<file path="config.mk">
export PLATFORM = sky130hd
export DESIGN_NAME = msw_blend
export DESIGN_NICKNAME = d
export VERILOG_FILES = /design/src/hdl/msw_pkg.sv /design/src/hdl/msw_blend.sv
export SDC_FILE = /design/constraint.sdc
export NUM_CORES = 2
export LEC_CHECK = 0
export ABC_AREA = 1
export BUFFER_PORTS_ARGS = -buffer_cell sky130_fd_sc_hd__buf_4
export CORE_ASPECT_RATIO = 0.5
export CORE_UTILIZATION = 30
export DETAILED_ROUTE_END_ITERATION = 10
export HOLD_SLACK_MARGIN = 0.12
export SETUP_SLACK_MARGIN = 0.5
export SLEW_MARGIN = 0
export SYNTH_ARGS = -nofsm -noshare
export SYNTH_HDL_FRONTEND = slang
export SYNTH_SLANG_ARGS = --single-unit
export TNS_END_PERCENT = 100
</file>
<file path="constraint.sdc">
create_clock -name i_clk -period 23.7 [get_ports i_clk]
set_input_delay 3.555 -clock i_clk [delete_from_list [all_inputs] [get_ports i_clk]]
set_output_delay 3.555 -clock i_clk [all_outputs]
set_load 0.05 [all_outputs]
</file>
<file path="src/hdl/msw_pkg.sv">
// Shared types and constants for the morphing world bounding sphere block.
// Used by every module in this folder.
package msw_pkg;
    localparam int unsigned CenterW = 24;
    localparam int unsigned RadiusW = 23;
    localparam int unsigned BlendW  = 17;
    localparam int unsigned RowElemW = 20;
    localparam int unsigned RowW    = 3 * RowElemW;
    localparam int unsigned ScaleW  = 20;
    localparam int unsigned OutRadW = 24;
    localparam int unsigned InDataW = 208;
    localparam int unsigned OutDataW = 96;
    localparam int unsigned CfgIdxW = 3;
    localparam int unsigned BlendOne = 65536;
    localparam logic [ScaleW-1:0] ScaleUnity = ScaleW'(65536);

    typedef enum logic [CfgIdxW-1:0] {
        REG_ROW_RIGHT = 3'd0,
        REG_ROW_UP    = 3'd1,
        REG_ROW_AT    = 3'd2,
        REG_OFFSET_X  = 3'd3,
        REG_OFFSET_Y  = 3'd4,
        REG_OFFSET_Z  = 3'd5,
        REG_RIGID     = 3'd6,
        REG_UNUSED    = 3'd7
    } t_reg_idx;

    typedef struct packed {
        logic signed [CenterW-1:0] sx;
        logic signed [CenterW-1:0] sy;
        logic signed [CenterW-1:0] sz;
        logic [RadiusW-1:0]        sr;
        logic signed [CenterW-1:0] ex;
        logic signed [CenterW-1:0] ey;
        logic signed [CenterW-1:0] ez;
        logic [RadiusW-1:0]        er;
        logic [BlendW-1:0]         blend;
        logic                      interp;
    } t_sphere_in;

    typedef struct packed {
        logic signed [CenterW-1:0] cx;
        logic signed [CenterW-1:0] cy;
        logic signed [CenterW-1:0] cz;
        logic [RadiusW-1:0]        r;
    } t_local_sphere;

    typedef struct packed {
        logic [RowW-1:0]           right;
        logic [RowW-1:0]           up;
        logic [RowW-1:0]           at;
        logic signed [CenterW-1:0] off_x;
        logic signed [CenterW-1:0] off_y;
        logic signed [CenterW-1:0] off_z;
        logic                      rigid;
        logic [ScaleW-1:0]         scale;
    } t_frame;

    function automatic logic signed [RowElemW-1:0] row_elem(input logic [RowW-1:0] row,
                                                            input int unsigned k);
        row_elem = row[k*RowElemW +: RowElemW];
    endfunction
endpackage

</file>
<file path="src/hdl/msw_blend.sv">
// Two pipeline stages: blend products, then rounded blend of centre and radius.
// Depends on msw_pkg.
module msw_blend import msw_pkg::*; (
    input  logic          i_clk,
    input  logic          i_rst_n,
    input  logic          i_valid,
    output logic          o_ready,
    input  t_sphere_in    i_item,
    output logic          o_valid,
    input  logic          i_ready,
    output t_local_sphere o_item
);
    localparam int unsigned DiffW = CenterW + 1;
    localparam int unsigned ProdW = DiffW + BlendW + 1;

    logic                     r_v1, r_v2;
    logic signed [ProdW-1:0]  r_px, r_py, r_pz, r_pr;
    logic signed [CenterW-1:0] r_sx, r_sy, r_sz;
    logic [RadiusW-1:0]       r_sr;
    logic                     r_interp;
    t_local_sphere            r_out;
    logic                     rdy1, rdy2;
    logic signed [BlendW:0]   a;
    t_local_sphere            n_out;
    logic signed [ProdW-1:0]  rx, ry, rz, rr;

    assign rdy2 = !r_v2 || i_ready;
    assign rdy1 = !r_v1 || rdy2;
    assign o_ready = rdy1;
    assign o_valid = r_v2;
    assign o_item = r_out;

    always_comb begin
        if (i_item.blend > BlendW'(BlendOne)) begin
            a = (BlendW+1)'(BlendOne);
        end else begin
            a = {1'b0, i_item.blend};
        end
    end

    always_ff @(posedge i_clk) begin
        if (!i_rst_n) begin
            r_v1 <= 1'b0;
            r_v2 <= 1'b0;
        end else begin
            if (rdy1) r_v1 <= i_valid;
            if (rdy2) r_v2 <= r_v1;
        end
        if (rdy1 && i_valid) begin
            r_px <= ProdW'((DiffW'(i_item.ex) - DiffW'(i_item.sx)) * a);
            r_py <= ProdW'((DiffW'(i_item.ey) - DiffW'(i_item.sy)) * a);
            r_pz <= ProdW'((DiffW'(i_item.ez) - DiffW'(i_item.sz)) * a);
            r_pr <= ProdW'(($signed({2'b00, i_item.er}) - $signed({2'b00, i_item.sr})) * a);
            r_sx <= i_item.sx;
            r_sy <= i_item.sy;
            r_sz <= i_item.sz;
            r_sr <= i_item.sr;
            r_interp <= i_item.interp;
        end
        if (rdy2 && r_v1) r_out <= n_out;
    end

    always_comb begin
        rx = (r_px + ProdW'(32768)) >>> 16;
        ry = (r_py + ProdW'(32768)) >>> 16;
        rz = (r_pz + ProdW'(32768)) >>> 16;
        rr = (r_pr + ProdW'(32768)) >>> 16;
        if (r_interp) begin
            n_out.cx = CenterW'(rx + ProdW'(r_sx));
            n_out.cy = CenterW'(ry + ProdW'(r_sy));
            n_out.cz = CenterW'(rz + ProdW'(r_sz));
            n_out.r  = RadiusW'(rr + ProdW'($signed({1'b0, r_sr})));
        end else begin
            n_out.cx = r_sx;
            n_out.cy = r_sy;
            n_out.cz = r_sz;
            n_out.r  = r_sr;
        end
    end
endmodule

</file>
* Word-level counts from Yosys, hierarchy flattened
Cells that the tools add are included.
** Cells by class
- $add $sub $neg :: 12
- Multiply operators :: 4
- Order comparisons :: 1
- Mux-type cells :: 2
- Reduce and logical (&&, ||, !) cells :: 6
** Operators by type and width (number)
- adder 40 x 17 -> 40 bit, second input constant :: 3
- multiplier 25 x 18 -> 40 bit :: 3
- 2-to-1 mux 95 bit :: 1
- subtractor 24 x 24 -> 25 bit :: 3
- adder 24 bit :: 3
- adder 39 x 17 -> 39 bit, second input constant :: 1
- multiplier 24 x 18 -> 39 bit :: 1
- subtractor 23 x 23 -> 24 bit :: 1
- adder 23 bit :: 1
- greater-than comparator 17 bit, second input constant :: 1
- 2-to-1 mux 17 bit :: 1
- logical AND 1 bit :: 2
- logical NOT 1 bit :: 2
- logical OR 1 bit :: 2
** Word-level totals
- Register bits :: 352
- Input port bits :: 212
- Output and inout port bits :: 97
- Logic and storage cells :: 40

* Longest topological paths before layout
- Depth after elaboration :: 4
- Mapped depth :: 42

* Least setup slack after synthesis
OpenSTA, ideal clock, no wires.
- Kind :: input to register
- Start point :: input i_item[65] (netlist bit)
- End point :: register r_py[27], data pin
- Arrival time :: 9.832 ns
- Required time :: 23.435 ns
- Setup slack :: 13.603 ns
- Cell stages on the path :: 36
- Cells stage by stage :: inv_1 > ha_1 > inv_1 > fa_1 > nand2_1 > inv_1 > nand2_1 > nand2_1 > nand2_1 > nand2_2 > a21oi_2 > o21ai_2 > a21boi_2 > xnor2_4 > inv_2 > nor2_1 > fa_1 > inv_1 > fa_1 > inv_1 > fa_1 > inv_1 > fa_1 > fa_1 > fa_1 > inv_1 > ha_1 > nand2_1 > nor2_1 > inv_1 > nor2_1 > inv_1 > nor4_1 > a21oi_1 > o21ai_0 > xor2_1
** On the way
- Cells in the longest elaborated chain, start to end :: 2
** RTL lines
- start: declaration :: RTL line msw_blend.sv:8 : input t_sphere_in i_item,
- subtractor 24 x 24 -> 25 bit :: RTL line msw_blend.sv:51 : r_py <= ProdW'((DiffW'(i_item.ey) - DiffW'(i_item.sy)) * a);
- multiplier 25 x 18 -> 40 bit :: RTL line msw_blend.sv:51
- end signal: assignment :: RTL line msw_blend.sv:51
- end: declaration :: RTL line msw_blend.sv:17 : logic signed [ProdW-1:0] r_px, r_py, r_pz, r_pr;
No other way between the ends.
A chain may end at the register's enable or synchronous reset.

* Final worst setup path
- Start point :: input i_item[17] (netlist bit)
- End point :: register r_py[26], data pin
** On the way
- Cells in the longest elaborated chain, start to end :: 3
** RTL lines
- greater-than comparator 17 bit :: RTL line msw_blend.sv:34 : if (i_item.blend > BlendW'(BlendOne)) begin
- 2-to-1 mux 17 bit (*) :: RTL line msw_blend.sv:34
- multiplier 25 x 18 -> 40 bit (*) :: RTL line msw_blend.sv:51
Mark *: on every way between the ends. The rest lies on a longest branch, timed or not.

==> results.cfg <==
[status]
status = complete, but fails checks
violations = design-rule violations

[logic_synthesis]
synthDistinctLibCells = 69
async_reset_ff_share_pct = 0
synth_area_leaders = fa_1, inv_1, edfxtp_1, ha_1, nand2_1
synth-seq-cells = 292
ys.flop_type = edfxtp_1
synth_nets = 12400
yosysWarningCount = 0
synth_area_per_cell_um2 = 8.01
syn_inst = 10100
yosys.area.top_type = fa_1
synth_top_area_share_pct = 38.9
seq_area_frac_synth_pct = 10.8
synth_most_common_cell = inv_1
synth_edf_count = 290
syn-cell-area_um2 = 80800
yosys-top-cells-count = inv_1, nand2_1, fa_1, nor2_1, ha_1

[placed_design]
place.gp.congestion = 0.947
dp.cells = 13800
dpl.hpwl_mm = 214
io_buffers = 308

[layout]
nets = 12600
area_delta_synth_final_pct = 9.62
drive_gt1_share_pct = 6.99
fin_cells = 13900
final_util_pct = 33.1

[critical_path]
slowest_stage = a21oi_4
reg2regPathDepth = 21
startpoint_type = input pin
cp_top_family = adder cells
critPathLaunch = i_item[17]
cp-endpoint = r_py[26]
crit_fanout = 47
r2r_start = r_py[15]
r2r_slack_ps = 19210
path_depth = 28
end_kind = flop
path_buf_inv = 11
r2r_end = o_item[70]
required_ps = 24050
slowest_delay_ps = 870
critPathKind = input pin to flop
crit_arrival_ps = 12300

[worst_hold_path]
holdPathStages = 2
hp-start = r_v1
hold_class = flop to flop

[timing]
max_freq_mhz = 83.6
rsz0062_at_grt = false
finalClockSkew_ps = 33.0
setup_viol = 0
timing.setup.tns_ps = 0
hold_viol_final = 0
finalCritPeriodShare_pct = 50.4
slew_headroom_pct = 19.4
min_period_ps = 11960
drv_slew = 0
worst_pin_slew_ps = 1200

[die]
io_pins = 309
dieHeight_um = 369
start_util_pct = 30.2
die_x_um = 736
rows = 134
dieArea_um2 = 272000
core_um2 = 267000

[drt]
wl_per_cell_um = 19.1
routed_wl_mm = 266
drc_errors = 12
firstDrtPassIters = 9
drtIter0Drc = 5564
num_vias = 66600
vias_per_cell = 4.80
ant_nets = 0

[cts]
cts_inserted_buffers = 39
cts.sinks = 292
postCtsHoldBufs = 0
clock_path_buffers = 3
post-cts-setup-buffers = 0
clkSlewWorstSetupHoldPaths_ps = 60
cts-root-buf = clkbuf_16
cts_tree = yes
insertion_delay_ps = 620
htreeDepth = 2
cts_resized = 0

[global_route]
grt_pass1_wl_mm = 410
antenna_found_initial = 11
grt_max_degree = 91
grt_pass1_vias = 69300
grt.total_usage_pct = 19.5
overflow = 0

[flow_run]
drv_cap = 0
-- layout by cell type (no fill, tap or decap), drive strengths merged, types with 109 or more instances in the layout --
master	n
ha	564
edfxtp	290
nor2	1182
fa	1569
xnor2	109
buf	396
nand3	355
xor2	185
inv	2575
nand2	1821
or2	170
o21ai	220
a21oi	363
-- cells by family (layout without fill, tap and decap cells) --
family / after synthesis / after routing / synth area share [%]
buffers and inverters: 2860 / 3042 / 13.5
AOI/OAI and AO/OA: 785 / 785 / 5.57
xor gates and xnor gates: 294 / 294 / 3.24
DFF: 292 / 292 / 10.8
and+or+nand+nor: 3724 / 3724 / 19.2
adders and majority gates: 2133 / 2133 / 47.6
other: 0 / 9 / 0
-- flip-flops by register name, summed over array words and instances, names as in the netlist --
| register | flops |
|---|---|
| r_sy | 24 |
| r_sr | 23 |
| o_valid | 1 |
| r_sz | 24 |
| r_py | 25 |
| o_item | 95 |
| r_interp | 1 |
| r_pz | 25 |
| r_pr | 24 |
| r_sx | 24 |
| r_v1 | 1 |
| r_px | 25 |
-- how the worst min path moves through the flow --
stage / endpoint / slack (ps)
5_1_grt: o_valid / 560
2_1_floorplan: o_valid / 450
3_3_place_gp: o_valid / 510
6_report: o_valid / 530
4_1_cts: o_valid / 530
3_5_place_dp: o_valid / 520
-- stage by stage --
stage	cell area (um^2)	hold slack, ps	setup WS (ps)
floorplan	80800	447	13600
global placement	87300	509	11180
detailed placement	87300	522	11210
CTS	88500	527	11870
global route	88500	562	11350
finish	88600	527	11740
-- layer usage --
layer | global-route usage [%] | wire length [um]
met5 | 0 | 21
met4 | 5.08 | 7190
met3 | 3.04 | 20300
met2 | 31.6 | 120000
met1 | 27.1 | 118000
-- worst reg2reg max path, stage by stage, from the launching register on --
cell and delay [ps]:
edfxtp_1 360, ha_1 200, nand2_1 90, nor2_1 210
nand4_2 180, nor2_1 130, nand3_1 120, nor2_2 170
nand3_1 140, nor2_1 190, nand3_1 110, xor2_1 520
inv_1 100, ha_1 370, nand2_1 110, o21ai_0 160
a211oi_1 340, nand3_1 150, nand2_1 80, nand2_1 40
nor2_1 180, xor2_1 340
-- cell type report --
type,count,area [um^2]
multi-input cells,6936,61300
flip-flops and latches,292,8750
fillers,28200,179000
diodes,9,22.5
inverters,2577,9690
repair buffers,396,2990
clock inverters,26,255
well taps,3604,4510
clock buffers,43,1030
Power is left out: the tool's default activity adds up to more than one toggle a clock period on the data nets, which glitch-free logic cannot reach.
