--- src/hdl/msw_pkg.sv ---
// Shared types and constants for the morphing world bounding sphere block.
// Used by every module in this folder.
package msw_pkg;
    localparam int unsigned CenterW = 24;
    localparam int unsigned RadiusW = 23;
    localparam int unsigned BlendW  = 17;
    localparam int unsigned RowElemW = 20;
    localparam int unsigned RowW    = 3 * RowElemW;
    localparam int unsigned ScaleW  = 20;
    localparam int unsigned OutRadW = 24;
    localparam int unsigned InDataW = 208;
    localparam int unsigned OutDataW = 96;
    localparam int unsigned CfgIdxW = 3;
    localparam int unsigned BlendOne = 65536;
    localparam logic [ScaleW-1:0] ScaleUnity = ScaleW'(65536);

    typedef enum logic [CfgIdxW-1:0] {
        REG_ROW_RIGHT = 3'd0,
        REG_ROW_UP    = 3'd1,
        REG_ROW_AT    = 3'd2,
        REG_OFFSET_X  = 3'd3,
        REG_OFFSET_Y  = 3'd4,
        REG_OFFSET_Z  = 3'd5,
        REG_RIGID     = 3'd6,
        REG_UNUSED    = 3'd7
    } t_reg_idx;

    typedef struct packed {
        logic signed [CenterW-1:0] sx;
        logic signed [CenterW-1:0] sy;
        logic signed [CenterW-1:0] sz;
        logic [RadiusW-1:0]        sr;
        logic signed [CenterW-1:0] ex;
        logic signed [CenterW-1:0] ey;
        logic signed [CenterW-1:0] ez;
        logic [RadiusW-1:0]        er;
        logic [BlendW-1:0]         blend;
        logic                      interp;
    } t_sphere_in;

    typedef struct packed {
        logic signed [CenterW-1:0] cx;
        logic signed [CenterW-1:0] cy;
        logic signed [CenterW-1:0] cz;
        logic [RadiusW-1:0]        r;
    } t_local_sphere;

    typedef struct packed {
        logic [RowW-1:0]           right;
        logic [RowW-1:0]           up;
        logic [RowW-1:0]           at;
        logic signed [CenterW-1:0] off_x;
        logic signed [CenterW-1:0] off_y;
        logic signed [CenterW-1:0] off_z;
        logic                      rigid;
        logic [ScaleW-1:0]         scale;
    } t_frame;

    function automatic logic signed [RowElemW-1:0] row_elem(input logic [RowW-1:0] row,
                                                            input int unsigned k);
        row_elem = row[k*RowElemW +: RowElemW];
    endfunction
endpackage

--- src/hdl/msw_scale.sv ---
// Radius scale unit: largest squared row length, then a bit-pair square root.
// Depends on msw_pkg.
module msw_scale import msw_pkg::*; (
    input  logic              i_clk,
    input  logic              i_rst_n,
    input  logic              i_start,
    input  logic [RowW-1:0]   i_right,
    input  logic [RowW-1:0]   i_up,
    input  logic [RowW-1:0]   i_at,
    output logic              o_busy,
    output logic [ScaleW-1:0] o_scale
);
    localparam int unsigned VW = 42;

    typedef enum logic [2:0] {
        S_IDLE = 3'b001,
        S_LEN  = 3'b010,
        S_ROOT = 3'b100
    } t_state;

    t_state               r_state;
    logic [1:0]           r_row, r_elem;
    logic [VW-1:0]        r_sum, r_max, r_v, r_res, r_bit;
    logic [4:0]           r_cnt;
    logic [ScaleW-1:0]    r_scale;
    logic [RowW-1:0]      rows [3];
    logic signed [RowElemW-1:0] el;
    logic [VW-1:0]        sq, tot, trial;

    assign rows[0] = i_right;
    assign rows[1] = i_up;
    assign rows[2] = i_at;
    assign el = rows[r_row][r_elem*RowElemW +: RowElemW];
    assign sq = VW'(el * el);
    assign tot = r_sum + sq;
    assign trial = r_res + r_bit;
    assign o_busy = (r_state != S_IDLE);
    assign o_scale = r_scale;

    always_ff @(posedge i_clk) begin
        if (!i_rst_n) begin
            r_state <= S_IDLE;
            r_scale <= ScaleUnity;
            r_row <= '0;
            r_elem <= '0;
        end else begin
            unique case (r_state)
                S_IDLE: begin
                    if (i_start) begin
                        r_state <= S_LEN;
                        r_row <= '0;
                        r_elem <= '0;
                        r_sum <= '0;
                        r_max <= '0;
                    end
                end
                S_LEN: begin
                    if (r_elem == 2'd2) begin
                        r_elem <= '0;
                        r_sum <= '0;
                        if (tot > r_max) r_max <= tot;
                        if (r_row == 2'd2) begin
                            r_state <= S_ROOT;
                            r_v <= (tot > r_max) ? tot : r_max;
                            r_res <= '0;
                            r_bit <= VW'(1) << 40;
                            r_cnt <= 5'd20;
                        end else begin
                            r_row <= r_row + 2'd1;
                        end
                    end else begin
                        r_elem <= r_elem + 2'd1;
                        r_sum <= tot;
                    end
                end
                S_ROOT: begin
                    if (r_v >= trial) begin
                        r_v <= r_v - trial;
                        r_res <= (r_res >> 1) + r_bit;
                    end else begin
                        r_res <= r_res >> 1;
                    end
                    r_bit <= r_bit >> 2;
                    if (r_cnt == 5'd0) begin
                        r_state <= S_IDLE;
                        r_scale <= ScaleW'((r_v >= trial) ? ((r_res >> 1) + r_bit)
                                                          : (r_res >> 1));
                    end else begin
                        r_cnt <= r_cnt - 5'd1;
                    end
                end
                default: r_state <= S_IDLE;
            endcase
        end
    end
endmodule

--- config.mk ---
export PLATFORM = sky130hd
export DESIGN_NAME = msw_scale
export DESIGN_NICKNAME = d
export VERILOG_FILES = /design/src/hdl/msw_pkg.sv /design/src/hdl/msw_scale.sv
export SDC_FILE = /design/constraint.sdc
export NUM_CORES = 2
export LEC_CHECK = 0
export ABC_AREA = 1
export BUFFER_PORTS_ARGS = -buffer_cell sky130_fd_sc_hd__buf_4
export CORE_AREA = 8 8 247 249
export CTS_CLUSTER_DIAMETER = 150
export DETAILED_ROUTE_END_ITERATION = 16
export DIE_AREA = 0 0 255 257
export PLACE_DENSITY = 0.83
export SLEW_MARGIN = 20
export SYNTH_ARGS = -nofsm -noshare
export SYNTH_HDL_FRONTEND = slang
export SYNTH_SLANG_ARGS = --single-unit
--- constraint.sdc ---
create_clock -name i_clk -period 12.8 [get_ports i_clk]
set_input_delay 1.28 -clock i_clk [delete_from_list [all_inputs] [get_ports i_clk]]
set_output_delay 1.28 -clock i_clk [all_outputs]
set_load 0.005 [all_outputs]
* Yosys cells after proc, flatten, opt, wreduce, memory -nomap -nowiden
Cells that the tools add are included.
** Word-level totals
- Input port bits :: 183
- Output and inout bits :: 21
- Logic and storage cells :: 84
- Memory bits (writable) :: 0
- Register bits after elaboration :: 242
- Memory bits (read-only) :: 0
- Latch bits :: 0
- Memories :: 0
** Cells by class
- Shift-type cells :: 1
- Reduce and logical (&&, ||, !) cells :: 12
- Div/mod/pow operators :: 0
- $add $sub $neg :: 7
- Multiplexer cells :: 35
- Equality and inequality tests :: 13
- Bitwise logic cells :: 1
- $lt $le $gt $ge :: 3
- Multipliers :: 2
** Operator list (count)
- $mux 42 :: 12
- $pmux 42 s2 :: 5
- $bmux 60 s2 :: 1
- $mux 60 :: 2
- $add 42x42->42 :: 2
- $shiftx 60x8->20 :: 1
- $add 41x42->42 :: 1
- $ge 42x42->1 :: 1
- $gt 42x42->1 :: 1
- $sub 42x42->42 :: 1
- $mul 20x20->40 :: 1
- $reduce_and 4->1 :: 4
- $mux 5 :: 3
- $ne 2x2->1 const B :: 7
- $mux 3 :: 4
- $pmux 5 s2 :: 1
- $reduce_and 5->1 :: 2
- $pmux 3 s3 :: 1
- $mux 2 :: 4
- $pmux 2 s2 :: 2
- $logic_not 5->1 :: 1
- $mul 2x3->5 const B :: 1
- $sub 5x1->5 const B :: 1
- $add 2x1->2 const B :: 2
- other kinds (10) :: 13

* Depth between registers and ports, before layout
- Depth in word-level cells :: 12
- Gate-level depth with buffers :: 64
- Mapped depth without buffers :: 61

* Worst setup path after synthesis
Ideal clock, no wire load.
- Kind :: input port to flip-flop
- Start :: input i_up[2]
- End :: register r_v[24], data pin
- Stages :: 52
- Setup time :: 0.254 ns
- Path slack :: 2.180 ns
- Data required time :: 12.546 ns
- Data arrival time :: 10.366 ns
- Cell sequence :: a22o_1 -> a22o_1 -> nor2_1 -> inv_1 -> buf_2 -> nand2_1 -> inv_1 -> fa_1 -> fa_1 -> fa_1 -> inv_1 -> fa_1 -> inv_1 -> fa_1 -> fa_1 -> inv_1 -> fa_1 -> inv_1 -> (+16 left out) -> nand3_1 -> nand2_1 -> nand2_1 -> inv_1 -> nand2_1 -> nand2_1 -> ha_1 -> nand4_1 -> nor3_2 -> nand2_1 -> inv_1 -> nand4_1 -> nand3_1 -> nand2_1 -> buf_2 -> or2_2 -> nand3_1 -> nand2_1
** On the way
- Word-level cells in the longest chain between the ends :: 11
** RTL lines
- from (decl) :: RTL line msw_scale.sv:8 : input logic [RowW-1:0] i_up,
- $bmux 60 s2 :: RTL line msw_scale.sv:33 : assign el = rows[r_row][r_elem*RowElemW +: RowElemW];
- $mux 60 (not written as such) (2 in series) :: RTL line msw_scale.sv:33
- $shiftx 60x8->20 :: RTL line msw_scale.sv:33
- $mul 20x20->40 :: RTL line msw_scale.sv:34 : assign sq = VW'(el * el);
- $add 42x42->42 :: RTL line msw_scale.sv:35 : assign tot = r_sum + sq;
- net tot[41] :: RTL line msw_scale.sv:28 : logic [VW-1:0] sq, tot, trial;
- $gt 42x42->1 :: RTL line msw_scale.sv:64 : r_v <= (tot > r_max) ? tot : r_max;
- $mux 42
- $mux 42 :: RTL line msw_scale.sv:62 : if (r_row == 2'd2) begin
- $mux 42 :: RTL line msw_scale.sv:58 : if (r_elem == 2'd2) begin
- $pmux 42 s2 :: RTL line msw_scale.sv:47 : unique case (r_state)
- to (signal assigned) :: RTL line msw_scale.sv:64
- to (signal assigned) :: RTL line msw_scale.sv:78 : r_v <= r_v - trial;
- to (decl) :: RTL line msw_scale.sv:23 : logic [VW-1:0] r_sum, r_max, r_v, r_res, r_bit;
The timed path passes the listed nets, and every way through them passes these cells. The select of a mux whose other input is x is not followed.
A chain may end at the register's enable or synchronous reset.

* Worst setup path after layout
- Start :: register r_row[1]
- End :: register r_v[31], data pin
** On the way
- Word-level cells in the longest chain between the ends :: 12
** RTL lines
- from (decl) :: RTL line msw_scale.sv:22 : logic [1:0] r_row, r_elem;
- from (signal assigned) :: RTL line msw_scale.sv:69 : r_row <= r_row + 2'd1;
- $not 2->3 (not written as such) :: RTL line msw_scale.sv:33
- $bmux 60 s2 :: RTL line msw_scale.sv:33
- $mux 60 (not written as such) (2 in series) :: RTL line msw_scale.sv:33
- $shiftx 60x8->20 :: RTL line msw_scale.sv:33
- $mul 20x20->40 :: RTL line msw_scale.sv:34
- $add 42x42->42 :: RTL line msw_scale.sv:35
- net tot[33] :: RTL line msw_scale.sv:28
- $gt 42x42->1 :: RTL line msw_scale.sv:64
- $mux 42
- $mux 42 :: RTL line msw_scale.sv:62
- $mux 42 :: RTL line msw_scale.sv:58
- $pmux 42 s2 :: RTL line msw_scale.sv:47
The timed path passes the listed nets, and every way through them passes these cells. The select of a mux whose other input is x is not followed.

==> impl_metrics.yaml <==
outcome:
  status: "finished clean"
routing:
  drt_iter0_drc: 3142
  dr_wl_met2_mm: 55.4
  top_layer_used: "met5"
  wl_per_cell_um: 19.9
  m1WireLength_mm: 47.7
  num_vias: 34313
  drc_errors: 0
  drtPass1Iterations: 6
  vias_per_cell: 5.72
  finalWirelength_mm: 120
  route.met3.wl_mm: 10.5
  ant_nets: 0
setup_path:
  path_max_fanout: 25
  crit_type: "reg2reg"
  crit_path_max_incr_delay_ns: 0.58
  crit_path_end_kind: "flip-flop"
  start_kind: "flip-flop"
  crit_slowest_cell: "dfxtp_2"
  worstPathRequired_ns: 13.12
  crit_path_frequent_cell: "nand2_1"
  cp.arrival_ns: 12.52
finish:
  layoutNonFillerInstCount: 6002
  layout-drive-gt1-share_pct: 8.00
  final_nets: 6061
  stdcell_area_sq_um: 39700
  multi_input_area_sq_um: 25400
  final_common_cell: "nand2_1"
  layout_common_cells: "nand2_1 (1100), inv_1 (1034), nor2_1 (607), fa_1 (386), ha_1 (277)"
  seq_area_sq_um: 6370
  areaGrowthSynthToFinish_pct: 9.61
  fill_cells: 4900
die:
  initial_core_util_pct: 63.4
  core_area_sq_um: 57000
  ios: 204
  die_y_um: 257
  row_count: 88
  die-area_sq_um: 65500
  die_w_um: 255
placed_design:
  post-place-ws_ns: 0.0853
  dpl-instance-area_sq_um: 38600
  hpwl_mm: 99.8
  place_congestion: 1.01
  portBuffers: 203
  dp_cells: 5949
synthesis:
  syn_nets: 5881
  ys_types: 60
  synth_edf_count: 194
  synth-seq-cells: 221
  syn_area_sq_um: 36200
  synthArstFlopShare_pct: 0
  synth_cells: 5034
  synth_warnings: 0
  postSynthAreaPerCell_sq_um: 7.19
  yosysSeqAreaShare_pct: 17.6
  synthFlopType: "edfxtp_1"
global_routing:
  gr-total-overflow: 0
  grt_pass1_wl_mm: 185
  first_global_vias: 33938
  grt_max_degree: 65
  antenna_found_initial: 1
  grt_use_total_pct: 36.0
sta:
  setup_viol_count_final: 0
  max_slew.worst_pin.slew_ns: 1.01
  skew_ns: 0.0431
  fmax_mhz: 82.0
  fin_tns_setup_ns: 0
  period_share_pct: 95.3
  setup_ws_ns: 0.602
  slew_headroom_pct: 32.3
  fin_crit_ns: 12.20
  slew_viol_final: 0
  final-hold-violation-count: 0
  rsz0062_at_grt: "false"
clock_network:
  tritoncts: "yes"
  clkTransAtPathRegs_ns: 0.07
  cts.sinks: 221
  postCtsSetupBuffers: 0
  cts_max_level: 1
  clockRootBuffer: "clkbuf_16"
  cts_buffers: 28
  insertion_delay_ns: 0.59
  clock_path_buffers: 3
min_path:
  min_path_type: "reg2reg"
job:
  drv_cap: 0
per-layer routing:
layer / vias up / global-route usage [%]
li1: 16146 / -
met1: 16234 / 48.1
met2: 1646 / 57.9
met3: 285 / 5.32
met4: 2 / 15.3
met5: - / 0
critical path, delay by kind of cell (launching register included):
family / cells / cell delay (ns)
buf+inv: 12 / 1.95
simple gates: 21 / 2.85
flops: 1 / 0.58
fa+ha+maj: 10 / 4.54
compound gates: 9 / 2.00
logic make-up after synthesis:
group / Yosys count / synth area share (%)
compound gates: 691 / 10.9
mux: 1 / 0.0277
simple gates: 2140 / 24.4
flops: 221 / 17.6
buf+inv: 1166 / 12.4
fa+ha+maj: 664 / 31.0
xor+xnor: 151 / 3.66
flip-flops by register name (all words and copies together) (netlist names):
signal / cells
r_res: 42
r_state: 3
r_bit: 21
r_elem: 2
r_cnt: 5
r_max: 42
r_sum: 42
r_row: 2
o_scale: 20
r_v: 42
layout make-up:
type,instances,share of cell area [%]
Inverter,1055,9.99
Tap cell,765,2.41
Clock inverter,20,0.577
Timing Repair Buffer,261,5.01
Sequential cell,221,16.1
Multi-Input combinational cell,3647,64.0
Antenna cell,1,0.00631
Clock buffer,32,1.91
cells in the mapped netlist, types with 22 or more instances:
master,n,area (sq um)
a22o_1,33,289
buf_2,62,310
o21ai_1,22,110
o21ai_0,255,1280
inv_1,1034,3880
nand2_1,1101,4130
nand3_1,215,1080
xor2_1,92,806
a31oi_1,22,138
dfxtp_1,27,541
nand4_1,64,400
a21oi_1,246,1230
ha_1,277,3470
fa_1,387,7750
o21bai_1,27,203
xnor2_1,59,517
nor2_1,613,2300
nor3_1,40,200
edfxtp_1,194,5830
nand2_2,26,163
clkbuf_1,39,146
final timing paths:
kind | cells past startpoint | from | slack [ns] | endpoint
setup / recovery | 52 | r_row[1]$_SDFFE_PN0P_ | 0.60 | r_v[31]$_DFFE_PP_
hold / removal | 2 | o_scale[16]$_SDFFE_PN1P_ | 0.49 | o_scale[16]$_SDFFE_PN1P_
setup reg to reg | 52 | r_row[1]$_SDFFE_PN0P_ | 0.60 | r_v[31]$_DFFE_PP_
hold reg to reg | 2 | o_scale[16]$_SDFFE_PN1P_ | 0.49 | o_scale[16]$_SDFFE_PN1P_
timing repair:
action	CTS	global route
resized for setup	0	12
hold buffers	0	0
setup endpoints to repair	0	84
metrics by stage:
stage	utilization (%)	hold WS, ns
floorplan	-	0.464
global placement	67.7	0.466
detailed placement	67.7	0.468
CTS	69.5	0.493
global route	69.5	0.512
finish	69.5	0.495
Power is left out: the tool's default activity adds up to more than one toggle a clock period on the data nets, which glitch-free logic cannot reach.
